`config.mk`:
```
export PLATFORM = sky130hd
export DESIGN_NAME = cacu_queue
export DESIGN_NICKNAME = d
export VERILOG_FILES = /design/src/hdl/complex_arithmetic_compare_unit_core_assert.svh /design/src/hdl/cacu_pkg.sv /design/src/hdl/cacu_queue.sv
export SDC_FILE = /design/constraint.sdc
export NUM_CORES = 1
export LEC_CHECK = 0
export ABC_CLOCK_PERIOD_IN_PS = 12500
export BUFFER_PORTS_ARGS = -buffer_cell sky130_fd_sc_hd__buf_4
export CAP_MARGIN = 20
export CORE_AREA = 2 2 184 186
export CTS_BUF_LIST = sky130_fd_sc_hd__clkbuf_16
export DETAILED_ROUTE_END_ITERATION = 8
export DIE_AREA = 0 0 186 188
export PLACE_DENSITY = 0.82
export SLEW_MARGIN = 40
export SYNTH_ARGS = -nofsm -noshare
export SYNTH_HDL_FRONTEND = slang
export SYNTH_SLANG_ARGS = --single-unit
```
`constraint.sdc`:
```
create_clock -name i_clk -period 12.5 [get_ports i_clk]
set_input_delay 1.25 -clock i_clk [delete_from_list [all_inputs] [get_ports i_clk]]
set_output_delay 1.25 -clock i_clk [all_outputs]
set_load 0.01 [all_outputs]
```
`src/hdl/complex_arithmetic_compare_unit_core_assert.svh`:
```
// Assertion macros shared by the complex arithmetic and compare unit.
`ifndef COMPLEX_ARITHMETIC_COMPARE_UNIT_CORE_ASSERT_SVH
`define COMPLEX_ARITHMETIC_COMPARE_UNIT_CORE_ASSERT_SVH

// Condition in one cycle implies a consequence in the same cycle.
`define CACU_ASSERT_IMP(lbl, ante, cons, msg) \
    lbl: assert property (@(posedge i_clk) disable iff (!i_rst_n) (ante) |-> (cons)) \
        else $error(msg);

// Condition in one cycle implies a consequence in the next cycle.
`define CACU_ASSERT_NEXT(lbl, ante, cons, msg) \
    lbl: assert property (@(posedge i_clk) disable iff (!i_rst_n) (ante) |=> (cons)) \
        else $error(msg);

`endif

```
`src/hdl/cacu_pkg.sv`:
```
// Shared types, mode codes and the divider step of the complex arithmetic unit.
package cacu_pkg;

    localparam int unsigned WORD   = 32;
    // Quotient bits produced by the divider; one more than a word so saturation is exact.
    localparam int unsigned QB     = 33;
    localparam int unsigned QDEPTH = 4;
    localparam int unsigned QAW    = 2;

    localparam logic [3:0] MODE_ADD = 4'd0;
    localparam logic [3:0] MODE_SUB = 4'd1;
    localparam logic [3:0] MODE_MUL = 4'd2;
    localparam logic [3:0] MODE_DIV = 4'd3;
    localparam logic [3:0] MODE_EQ  = 4'd4;
    localparam logic [3:0] MODE_NE  = 4'd5;
    localparam logic [3:0] MODE_LT  = 4'd6;
    localparam logic [3:0] MODE_LE  = 4'd7;
    localparam logic [3:0] MODE_GT  = 4'd8;
    localparam logic [3:0] MODE_GE  = 4'd9;
    localparam logic [3:0] MODE_MIN = 4'd10;
    localparam logic [3:0] MODE_MAX = 4'd11;

    typedef struct packed {
        logic [3:0]         mode;
        logic signed [31:0] ar;
        logic signed [31:0] ai;
        logic signed [31:0] br;
        logic signed [31:0] bi;
    } t_item;

    typedef struct packed {
        logic [31:0] re;
        logic [31:0] im;
        logic        cmp;
        logic        dz;
        logic        ovf;
    } t_result;

    typedef struct packed {
        logic full;
        logic empty;
    } t_qstat;

    typedef struct packed {
        logic          neg;
        logic          ovf;
        logic [63:0]   rem;
        logic [QB-1:0] num;
        logic [QB-1:0] quo;
    } t_dlane;

    typedef struct packed {
        logic [3:0]  mode;
        logic [63:0] den;
        t_result     res;
        t_dlane      re;
        t_dlane      im;
    } t_dstage;

    // One restoring division step: brings in the next numerator bit, yields one quotient bit.
    function automatic t_dlane div_step(input t_dlane l, input logic [63:0] d);
        t_dlane      o;
        logic [64:0] t;
        o = l;
        t = {l.rem, l.num[QB-1]};
        if (t >= {1'b0, d}) begin
            o.rem = 64'(t - {1'b0, d});
            o.quo = {l.quo[QB-2:0], 1'b1};
        end else begin
            o.rem = t[63:0];
            o.quo = {l.quo[QB-2:0], 1'b0};
        end
        o.num = {l.num[QB-2:0], 1'b0};
        return o;
    endfunction

endpackage

```
`src/hdl/cacu_queue.sv`:
```
// Short item queue that decouples the front end from the arithmetic back end.
module cacu_queue (
    input  logic             i_clk,
    input  logic             i_rst_n,
    input  logic             i_push,
    input  cacu_pkg::t_item  i_item,
    input  logic             i_pop,
    output cacu_pkg::t_item  o_item,
    output cacu_pkg::t_qstat o_qstat
);
    import cacu_pkg::*;

    t_item          r_mem [QDEPTH];
    logic [QAW-1:0] r_wr;
    logic [QAW-1:0] r_rd;
    logic [QAW:0]   r_count;

    assign o_qstat.full  = (r_count == (QAW+1)'(QDEPTH));
    assign o_qstat.empty = (r_count == '0);
    assign o_item        = r_mem[r_rd];

    always_ff @(posedge i_clk) begin
        if (!i_rst_n) begin
            r_wr    <= '0;
            r_rd    <= '0;
            r_count <= '0;
        end else begin
            if (i_push) begin
                r_wr <= r_wr + 1'b1;
            end
            if (i_pop) begin
                r_rd <= r_rd + 1'b1;
            end
            if (i_push && !i_pop) begin
                r_count <= r_count + 1'b1;
            end else if (i_pop && !i_push) begin
                r_count <= r_count - 1'b1;
            end
        end
    end

    always_ff @(posedge i_clk) begin
        if (i_push) begin
            r_mem[r_wr] <= i_item;
        end
    end

endmodule

```
==> results <==
- The delay of the slowest cell on the worst path is 0.72 ns.
- The final layout contains 1,182 nets.
- The critical path arrival is 2.65 ns.
- The clock skew after layout is 0.0136 ns.
- The cell area that synthesis handed to floorplanning was 0.0195 sq mm.
- The final sum of negative setup slack is 0 ns.
- After clock tree synthesis, the repair step resized 0 gates.
- The buffer cell driving the clock tree root is sky130_fd_sc_hd__clkbuf_16.
- The overall routed net length is 37,300 um.
- The sequential-to-total area share from yosys stat is 82.3%.
- The final number of hold-violating endpoints came to 0.
- The congestion estimate from routability-driven global placement came to 0.715.
- The die extent in y is 188 um.
- The max-slew violation total from the final report is 0.
- In the layout the commonest cells are 528 x sky130_fd_sc_hd__edfxtp_1, 275 x sky130_fd_sc_hd__buf_4, 132 x sky130_fd_sc_hd__mux4_2.
- The count of H-tree levels built during CTS is 2.
- The cell with the largest stage delay on the worst path is sky130_fd_sc_hd__dfxtp_4.
- The initial antenna violation count is 1.
- For this design the ratio of total power to cell area is 166 mW/mm^2.
- The average wire per standard cell is 24.4 um.
- The total die area is 0.0350 sq mm.
- Setup repair after global routing left no endpoint under its margin.
- The maximum fanout along the worst path is 45.
- IR analysis of the VDD net gives a maximum drop of 0.000155 V.
- Cells with a size suffix above 1 make up 45.1% of the layout.
- The worst setup path is of the reg2out kind.
- Data on the critical path is required at its endpoint by 11.25 ns.
- During synthesis, Yosys emitted a total of 0 warnings.
- The horizontal die dimension is 186 um.
- The library cell used most frequently in the layout, excluding fill and tap cells, is sky130_fd_sc_hd__edfxtp_1.
- Counting every instance in the synthesized netlist gives 733.
- The top-level I/O count is 270.
- The post-CTS clock slew at the launch and capture registers of the worst setup and hold paths is 0.06 ns.
- The area added between synthesis and finish is 21.1%.
- The count of hold-fix buffers inserted at cts is 0.
- The number of clock buffers inserted by TritonCTS is 51.
- Summing all placed instances gives a cell area of 0.0221 sq mm.
- The CTS tree is built.
- A synthesized cell averages 26.6 sq um.
- The critical path startpoint category is a flop.
- The detailed-route vias per instance is 5.70.
- Of all flip-flops after synthesis, the portion carrying an async set or reset was 0%.
- The largest buffer count on any clock path is 3.
- Across every metal layer, demand over resource in global routing totals 21.6%.
- The number of global-route vias before repair is 9,254.
- Yosys mapped the design onto 20 distinct sky130hd cell types.
- In this run the static leakage power is 7.99 nW.
- The worst hold path belongs to the class reg2reg.
- The final critical delay including setup and external delays is 3.90 ns.
- Cells fill 71.2% of the core in the end.
- The critical path goes through buf_4, mux4_2, buf_4.
- The number of detailed-routing iterations run before antenna repair is 5.
- The max-cap check violation count is 0.
- The total clock sinks is 537.
- The final cycle utilization of the critical path is 31.2%.
- During placement, the flow inserted port buffers numbering 269.
- The most repeated library cell on the critical path is sky130_fd_sc_hd__buf_4.
- The net count after synthesis is 875.
- The worst relative slew slack is 49.4%.
- The detailed-route via count is 8,726.
- Synthesis inferred 537 register bits.
- The floorplan step defined a core boundary enclosing 0.0331 sq mm.
- For this block, the initial DRC count from the detailed router was 674.
- Setup violations remaining at the end of the flow were counted as 0.
- After legalization and detailed placement, the total HPWL measured 22,900 um.
- The filler cell count is 1,883.
- Entering global routing, the biggest net connects 64 pins.
- The number of buffers inserted to repair setup after CTS is 0.
- The final cell area excluding filler cells is 0.0236 sq mm.
- The wire length of the first global-routing pass is 55,400 um.
- For this configuration, the core starts out at a cell density of 58.8%.
- At the pin with the least slew margin, the transition time is 0.760 ns.
- After detailed routing, the number of remaining DRC violations is 0.
- The later pin in the worst-skew pair is clocked with a latency of 0.56 ns.
- The number of synthesized flops with an enable pin is 528.
- The top achievable clock speed is 257 MHz.
- The run finished with clean final reports.
- The most used flip-flop cell after synthesis is sky130_fd_sc_hd__edfxtp_1.
- The leftover overflow at the end of global routing is 0.
- The count of nets left with antenna violations once routing finished came out at 0.
- The worst setup path is captured at a primary output.
- The site row count is 67.
==> cell type report <==
cell class | instances | area (sq um) | area share (%)
Antenna cell | 1 | 2.50 | 0.0106
Clock buffer | 53 | 1330 | 5.62
Clock inverter | 41 | 199 | 0.843
Inverter | 4 | 15.0 | 0.0637
Multi-Input combinational cell | 162 | 3230 | 13.7
Sequential cell | 537 | 16000 | 68.0
Tap cell | 448 | 561 | 2.38
Timing Repair Buffer | 284 | 2210 | 9.37
==> logic make-up after synthesis <==
logic type | after synthesis | synth area share, %
AOI/OAI and AO/OA | 2 | 0.0642
buffers and inverters | 34 | 1.14
xor gates and xnor gates | 5 | 0.225
and+or+nand+nor | 15 | 0.469
muxes | 134 | 15.4
adders and majority gates | 6 | 0.424
DFF | 537 | 82.3
==> report_power, final <==
part | total [mW] | switching [mW] | internal (mW)
Sequential | 2.10 | 0.0292 | 2.07
Clock | 1.40 | 0.618 | 0.783
Combinational | 0.422 | 0.205 | 0.218
==> flip-flops by register name, summed over array words and instances (netlist names), named ones only <==
name	count
r_wr	2
r_mem	528
r_count	3
r_rd	2
==> metal layers <==
| layer | up-vias | share of wire (%) | track usage (%) |
|---|---|---|---|
| met5 | - | 0.035 | 0 |
| met4 | 2 | 1.6 | 4.85 |
| met1 | 4577 | 39 | 29.1 |
| met2 | 321 | 50 | 34.6 |
| met3 | 47 | 9.6 | 7.57 |
| li1 | 3779 | - | - |
==> worst max-delay path: cells and delay by family, from the launching register on <==
kind	cells	cell delay, ns
flip-flops	1	0.72
buffers and inverters	2	0.81
multiplexers	1	0.46
==> stage by stage <==
stage | worst slack [ns] | instances | power [mW] | hold WS [ns]
after floorplan | 7.72 | 733 | 2.36 | 0.472
after global routing | 8.46 | 1529 | 4.05 | 0.603
after CTS | 8.55 | 1529 | 3.95 | 0.576
after global placement | 8.52 | 1430 | 2.54 | 0.496
after detailed placement | 8.62 | 1435 | 2.56 | 0.564
final | 8.60 | 1530 | 3.92 | 0.579
==> synth_stat cells, types with 3 or more instances <==
cell	instances	area share, %
sky130_fd_sc_hd__and2_1	9	0.29
sky130_fd_sc_hd__buf_2	15	0.39
sky130_fd_sc_hd__buf_6	10	0.58
sky130_fd_sc_hd__clkbuf_1	5	0.096
sky130_fd_sc_hd__dfxtp_1	9	0.92
sky130_fd_sc_hd__edfxtp_1	528	81
sky130_fd_sc_hd__ha_1	5	0.32
sky130_fd_sc_hd__inv_1	4	0.077
sky130_fd_sc_hd__mux4_2	132	15
sky130_fd_sc_hd__xor2_1	3	0.13
==> final timing paths <==
path	from	end	slack, ns	cells past startpoint
max	flop	o_item[70]	8.60	3
min	r_count[2]	r_count[2]	0.58	2
max reg2reg	r_wr[0]	r_mem[3][128]	9.49	4
min reg2reg	r_count[2]	r_count[2]	0.58	2
Power figures use the tool's default switching activity.
