--- src/hdl/complex_arithmetic_compare_unit_core_assert.svh ---
// Assertion macros shared by the complex arithmetic and compare unit.
`ifndef COMPLEX_ARITHMETIC_COMPARE_UNIT_CORE_ASSERT_SVH
`define COMPLEX_ARITHMETIC_COMPARE_UNIT_CORE_ASSERT_SVH

// Condition in one cycle implies a consequence in the same cycle.
`define CACU_ASSERT_IMP(lbl, ante, cons, msg) \
    lbl: assert property (@(posedge i_clk) disable iff (!i_rst_n) (ante) |-> (cons)) \
        else $error(msg);

// Condition in one cycle implies a consequence in the next cycle.
`define CACU_ASSERT_NEXT(lbl, ante, cons, msg) \
    lbl: assert property (@(posedge i_clk) disable iff (!i_rst_n) (ante) |=> (cons)) \
        else $error(msg);

`endif

--- src/hdl/cacu_pkg.sv ---
// Shared types, mode codes and the divider step of the complex arithmetic unit.
package cacu_pkg;

    localparam int unsigned WORD   = 32;
    // Quotient bits produced by the divider; one more than a word so saturation is exact.
    localparam int unsigned QB     = 33;
    localparam int unsigned QDEPTH = 4;
    localparam int unsigned QAW    = 2;

    localparam logic [3:0] MODE_ADD = 4'd0;
    localparam logic [3:0] MODE_SUB = 4'd1;
    localparam logic [3:0] MODE_MUL = 4'd2;
    localparam logic [3:0] MODE_DIV = 4'd3;
    localparam logic [3:0] MODE_EQ  = 4'd4;
    localparam logic [3:0] MODE_NE  = 4'd5;
    localparam logic [3:0] MODE_LT  = 4'd6;
    localparam logic [3:0] MODE_LE  = 4'd7;
    localparam logic [3:0] MODE_GT  = 4'd8;
    localparam logic [3:0] MODE_GE  = 4'd9;
    localparam logic [3:0] MODE_MIN = 4'd10;
    localparam logic [3:0] MODE_MAX = 4'd11;

    typedef struct packed {
        logic [3:0]         mode;
        logic signed [31:0] ar;
        logic signed [31:0] ai;
        logic signed [31:0] br;
        logic signed [31:0] bi;
    } t_item;

    typedef struct packed {
        logic [31:0] re;
        logic [31:0] im;
        logic        cmp;
        logic        dz;
        logic        ovf;
    } t_result;

    typedef struct packed {
        logic full;
        logic empty;
    } t_qstat;

    typedef struct packed {
        logic          neg;
        logic          ovf;
        logic [63:0]   rem;
        logic [QB-1:0] num;
        logic [QB-1:0] quo;
    } t_dlane;

    typedef struct packed {
        logic [3:0]  mode;
        logic [63:0] den;
        t_result     res;
        t_dlane      re;
        t_dlane      im;
    } t_dstage;

    // One restoring division step: brings in the next numerator bit, yields one quotient bit.
    function automatic t_dlane div_step(input t_dlane l, input logic [63:0] d);
        t_dlane      o;
        logic [64:0] t;
        o = l;
        t = {l.rem, l.num[QB-1]};
        if (t >= {1'b0, d}) begin
            o.rem = 64'(t - {1'b0, d});
            o.quo = {l.quo[QB-2:0], 1'b1};
        end else begin
            o.rem = t[63:0];
            o.quo = {l.quo[QB-2:0], 1'b0};
        end
        o.num = {l.num[QB-2:0], 1'b0};
        return o;
    endfunction

endpackage

--- src/hdl/cacu_front.sv ---
// Front end: takes input transfers, sign-extends the operands and hands items to the queue.
module cacu_front #(
    parameter int unsigned DATA_WIDTH = 32
) (
    input  logic            i_clk,
    input  logic            i_rst_n,
    input  logic            i_tvalid,
    output logic            o_tready,
    input  logic [3:0]      i_mode,
    input  logic [31:0]     i_ar,
    input  logic [31:0]     i_ai,
    input  logic [31:0]     i_br,
    input  logic [31:0]     i_bi,
    input  cacu_pkg::t_qstat i_qstat,
    output logic            o_push,
    output cacu_pkg::t_item o_item
);
    import cacu_pkg::*;

    localparam int unsigned SH = WORD - DATA_WIDTH;

    logic  r_valid;
    t_item r_item;
    t_item n_item;

    function automatic logic signed [31:0] sext(input logic [31:0] x);
        logic signed [31:0] t;
        t = $signed(x << SH);
        return t >>> SH;
    endfunction

    assign o_push   = r_valid && !i_qstat.full;
    assign o_tready = !r_valid || !i_qstat.full;

    always_comb begin
        n_item.mode = i_mode;
        n_item.ar   = sext(i_ar);
        n_item.ai   = sext(i_ai);
        n_item.br   = sext(i_br);
        n_item.bi   = sext(i_bi);
    end

    always_ff @(posedge i_clk) begin
        if (!i_rst_n) begin
            r_valid <= 1'b0;
        end else if (i_tvalid && o_tready) begin
            r_valid <= 1'b1;
        end else if (o_push) begin
            r_valid <= 1'b0;
        end
    end

    always_ff @(posedge i_clk) begin
        if (i_tvalid && o_tready) begin
            r_item <= n_item;
        end
    end

    assign o_item = r_item;

endmodule

--- config.mk ---
export PLATFORM = sky130hd
export DESIGN_NAME = cacu_front
export DESIGN_NICKNAME = d
export VERILOG_FILES = /design/src/hdl/complex_arithmetic_compare_unit_core_assert.svh /design/src/hdl/cacu_pkg.sv /design/src/hdl/cacu_front.sv
export SDC_FILE = /design/constraint.sdc
export NUM_CORES = 1
export LEC_CHECK = 0
export BUFFER_PORTS_ARGS = -buffer_cell sky130_fd_sc_hd__buf_2
export CORE_MARGIN = 2
export CORE_UTILIZATION = 40
export DETAILED_ROUTE_END_ITERATION = 6
export PLACE_DENSITY = 0.86
export SYNTH_ARGS = -nofsm -noshare
export SYNTH_HDL_FRONTEND = slang
export SYNTH_SLANG_ARGS = --single-unit
--- constraint.sdc ---
create_clock -name i_clk -period 10.1 [get_ports i_clk]
set_input_delay 1.515 -clock i_clk [delete_from_list [all_inputs] [get_ports i_clk]]
set_output_delay 1.515 -clock i_clk [all_outputs]
set_load 0.02 [all_outputs]
==> reports/metrics.yaml, run 1 <==
tritoncts: "yes"
area_growth_pct: 51.75
port_buffers: 269
cts-htree-levels: 4
drt_wl_total_um: 9138
clkTransAtPathRegs_ns: 0.06
postCtsSetupRepairBufs: 0
fin_worst_skew_ns: 0.004147
synthAdderAreaFrac: 0
syn_area_um2: 4014
final_core_util: 0.6231
min_period_ns: 3.500
rsz0062_at_grt: "no"
required_ns: 8.59
postCtsHoldBufs: 0
synthesis.nets: 275
cp-start-kind: "primary input"
die-area_um2: 10850
die_w_um: 104.2
numCtsBuffers: 17
synth_top_family_by_area: "simple AND/OR/NAND/NOR gates"
grt_pass1_vias: 2651
setup_violations: 0
mostFrequentLayoutCells: "buf_2, edfxtp_1, clkbuf_16, clkinv_2"
leakagePower_nw: 2.630
synth_cells: 138
clockBufferDepth: 2
dpl.hpwl_um: 6778
n_fill_cell: 715
top_level_ports: 271
grt_antenna_before_repair: 0
track_usage: 0.1724
drc: 0
grt_pass1_wl_um: 13660
muxShareOfSynthArea: 0
wire_per_inst_um: 15.95
max-slew-margin-rel: 0.4212
ys_seq_area_frac: 0.9925
critical_path_class: "primary input to output pin"
first_pass_iters: 4
initial_core_util: 0.4107
drv_slew: 0
peakVddDrop_mv: 0.1245
tightestPinTransition_ns: 0.8682
nNetsFinal: 564
ys_types: 7
num_rows: 36
core-area_um2: 9774
root_buffer: "clkbuf_8"
hp-class: "register to register"
post_drt_via_cell_ratio: 4.339
drive_gt1_frac: 0.6841
gr-total-overflow: 0
avgSynthCellArea_um2: 29.09
yosysWarnings: 0
mostFrequentLayoutCell: "buf_2"
yosys.area_share.simple: 0.006234
synth_compound_area_frac: 0.001247
max_clock_freq_ghz: 0.2857
hold_viol: 0
worstSkewPairLatency_ns: 0.51
synth_xor_area_frac: 0
cts.sinks: 133
cts_resized: 0
ant_nets: 0
drt_iter0_markers: 91
crit_fanout: 3
outcome: "finished clean"
place_congestion: 0.7515
end_kind: "output pin"
crit_arrival_ns: 1.98
n_antenna_cell: 0
vias: 2486
setup_tns_ns: 0
synth_seq_cells: 133
cap_violations: 0
die_h_um: 104.2
grt_max_degree: 72
powerDensity_nw_per_um2: 218.0
fin_crit_sh: 0.3465
==> power breakdown <==
| group | switching (mW) | internal (mW) |
|---|---|---|
| logic | 0.0720 | 0.0389 |
| clock network | 0.216 | 0.347 |
| registers | 0.00729 | 0.647 |
==> sequential cells by signal, indices dropped and copies added, names as in the netlist <==
register  cells
r_valid       1
o_item      132
==> final cells by class <==
cell class,instances,area [µm²],share of cell area
Sequential cell,133,3984,0.6541
Timing Repair Buffer,270,1354,0.2223
Clock buffer,17,414.1,0.06800
Tap cell,133,166.4,0.02732
Clock inverter,15,140.1,0.02301
Multi-Input combinational cell,5,32.53,0.005341
==> per-layer routing <==
metal	up-vias	track usage	part of all wire
met5	-	0	0
met2	166	0.2965	0.53
met3	14	0.08647	0.098
li1	1144	-	-
met1	1162	0.1781	0.36
met4	0	0.07239	0.016
==> metrics by stage <==
| stage | cell area [µm²] | instances | hold slack, ns | power, mW | setup slack [ns] |
|---|---|---|---|---|---|
| after floorplan | 4014 | 138 | 0.4879 | 0.7210 | 4.818 |
| after CTS | 6091 | 573 | 0.5466 | 1.344 | 6.597 |
| after global placement | 5537 | 541 | 0.5153 | 0.7731 | 6.539 |
| after detailed placement | 5537 | 541 | 0.5368 | 0.7775 | 6.466 |
| final | 6091 | 573 | 0.5436 | 1.328 | 6.600 |
| after global routing | 6091 | 573 | 0.6214 | 1.376 | 6.592 |
==> cells by family after synthesis <==
| group | count (synthesis) |
|---|---|
| compound gates | 1 |
| simple gates | 4 |
| flops | 133 |
==> cells in the mapped netlist <==
master    instances  area [µm²]
edfxtp_1        132        3964
nor2b_1           1       6.260
nand2_1           1       3.750
and2_1            1       6.260
dfxtp_1           1       20.02
and2b_2           1       8.760
a21oi_1           1       5.000
==> final timing paths <==
check        cells after the start        from  slack, ns         end
max                              3  i_qstat[1]       6.60      o_push
min                              2     r_valid       0.54     r_valid
max reg2reg                      3     r_valid       7.79  o_item[97]
min reg2reg                      2     r_valid       0.54     r_valid
==> critical path, cell delays in order <==
cell and delay, ns:
buf_2 0.11, and2b_2 0.20, buf_2 0.15
Power figures use the tool's default switching activity.
==> run 2: changes to the inputs <==
Clock period 10.1 ns to 3.59 ns, I/O delays scaled along.
==> run 2 against run 1 <==
Compared with the run above: sequential cell count unchanged; global-route usage down 0.50 points; non-clock buffer count up 1; total power rose to 2.9 times the previous value; utilization up 0.70 points; worst hold slack worse by 0.34 ns; first-iteration DRC count up 37%; register-to-register slack worse by 5.9 ns; cell area up 1.1%; clock-buffer cell count up 7; die area unchanged; sequential power rose to 2.8 times the previous value; highest routed layer unchanged.
==> reports/metrics.yaml, run 2 (synthesized netlist as in run 1, its figures left out) <==
outcome: "finished clean"
numCtsBuffers: 17  # unchanged
fin_crit_sh: 0.4741
p_sw_frac: 0.2083  # -0.01435
leakagePower_nw: 2.660  # +1.2%
drv_slew: 0  # unchanged
min_period_ns: 1.702
end_kind: "output pin"
cts-htree-levels: 4  # unchanged
r2r-end: "o_item[13]"
mostFrequentLayoutCell: "buf_2"
area_growth_pct: 53.46
core-area_um2: 9774  # unchanged
postCtsSetupRepairBufs: 0  # unchanged
die-area_um2: 10850  # unchanged
first_pass_iters: 4  # unchanged
mostFrequentLayoutCells: "buf_2, edfxtp_1, clkbuf_16, clkbuf_8"
drt_iter0_markers: 125  # +37%
p_comb_frac: 0.081  # -0.003
fin_worst_skew_ns: 0.006554  # +0.002407 ns
num_rows: 36  # unchanged
crit_fanout: 3  # unchanged
grt_pass1_wl_um: 13340  # -2.3%
root_buffer: "clkbuf_8"
setup_tns_ns: 0  # unchanged
tightestPinTransition_ns: 0.4556  # -0.4126 ns
wire_per_inst_um: 15.52  # -2.7%
worstSkewPairLatency_ns: 0.50  # about the same
rsz0062_at_grt: "no"
p_int_mw: 3.060  # +200%
cp-start-kind: "register"
setup_violations: 0  # unchanged
initial_core_util: 0.4107  # unchanged
max_clock_freq_ghz: 0.5876
largest_reg_flops: 132  # unchanged
port_buffers: 269  # unchanged
critical_path_class: "register to output pin"
ant_nets: 0  # unchanged
grt_max_degree: 66  # -8.3%
clockBufferDepth: 2  # unchanged
required_ns: 3.05  # -5.54 ns
r2r_slack_ns: 1.92  # -5.87 ns
track_usage: 0.1675  # -0.004980
cp-startpoint: "r_valid"
vias: 2490  # +0.16%
n_antenna_cell: 0  # unchanged
nNetsFinal: 565  # +0.18%
place_congestion: 0.7536  # +0.28%
p_switching_mw: 0.8051  # +170%
powerDensity_nw_per_um2: 627.5  # +190%
drt_wl_total_um: 8910  # -2.5%
cap_violations: 0  # unchanged
regToRegStartpoint: "r_valid"
max-slew-margin-rel: 0.6963  # +0.2751
final_core_util: 0.6302  # +0.007040
die_h_um: 104.2  # unchanged
die_w_um: 104.2  # unchanged
tritoncts: "yes"
reg2reg_depth: 3  # unchanged
seqPwrFrac: 0.476  # -0.016
cp-endpoint: "o_push"
cts.sinks: 133  # unchanged
peakVddDrop_mv: 0.3133  # +150%
crit_arrival_ns: 1.16  # -0.82 ns
cts_resized: 0  # unchanged
hold_viol: 0  # unchanged
clkTransAtPathRegs_ns: 0.06  # about the same
drc: 0  # unchanged
gr-total-overflow: 0  # unchanged
grt_pass1_vias: 2616  # -1.3%
place_ws_ns: 1.568  # -4.898 ns
hp-class: "primary input to register"
post_drt_via_cell_ratio: 4.338  # about the same
clkPwrFrac: 0.443  # +0.019
n_fill_cell: 716  # +0.14%
top_level_ports: 271  # unchanged
postCtsHoldBufs: 0  # unchanged
stdcell_count: 574  # +0.17%
numPlacedInstances: 542  # +0.18%
grt_antenna_before_repair: 0  # unchanged
drive_gt1_frac: 0.6848  # +0.0007163
fin_ws_ns: 1.888  # -4.712 ns
[run 2: cell types whose count changed in the layout (fill, tap and decap cells not counted), sizes merged]
cell,delta
clkinv,-8
buf,+1
clkbuf,+7
bufinv,+1
[run 2: worst min-delay path by stage]
stage	startpoint	end	depth (start not counted)
4_1_cts	i_ar[9]	o_item[105]	1
3_3_place_gp	r_valid	r_valid	2
2_1_floorplan	r_valid	r_valid	2
5_1_grt	i_ai[8]	o_item[72]	1
3_5_place_dp	r_valid	r_valid	2
6_report	i_ar[6]	o_item[102]	1
[run 2: routing by layer]
layer / part of all wire / vias up / global-route usage / routed length [µm]
met5: 0 / - / 0 / 0
met4: 0.018 / 0 / 0.08398 / 157
met3: 0.10 / 15 / 0.07895 / 927
met2: 0.52 / 168 / 0.2773 / 4592
met1: 0.36 / 1163 / 0.1801 / 3233
li1: - / 1144 / - / -
[run 2: stage by stage]
stage	cell area [µm²]	total power, mW	hold WS [ns]
2_1_floorplan	4015	2.023	0.4879
3_3_place_gp	5557	2.176	0.5103
3_5_place_dp	5557	2.188	0.5258
4_1_cts	6160	3.913	0.1713
5_1_grt	6160	4.001	0.1665
6_report	6160	3.865	0.2071
[run 2: final cells by class]
cell class	instances	area, µm²	share of cell area
clock buffer	24	480.5	0.07800
clock inverter	8	122.6	0.01991
multi-input combinational	5	32.53	0.005281
sequential	133	3984	0.6468
tap	133	166.4	0.02702
timing repair buffer	271	1374	0.2230
[run 2: critical path, stage by stage, from the launching register on]
cell and delay (ns):
dfxtp_1 0.32, and2b_2 0.19, buf_2 0.16
[run 2: power by group through the flow]
stage / clock, mW / sequential [mW] / combinational, mW
6_report: 1.71 / 1.84 / 0.313
5_1_grt: 1.82 / 1.85 / 0.334
4_1_cts: 1.76 / 1.84 / 0.318
3_5_place_dp: 0 / 1.87 / 0.317
3_3_place_gp: 0 / 1.87 / 0.308
2_1_floorplan: 0 / 1.99 / 0.0300
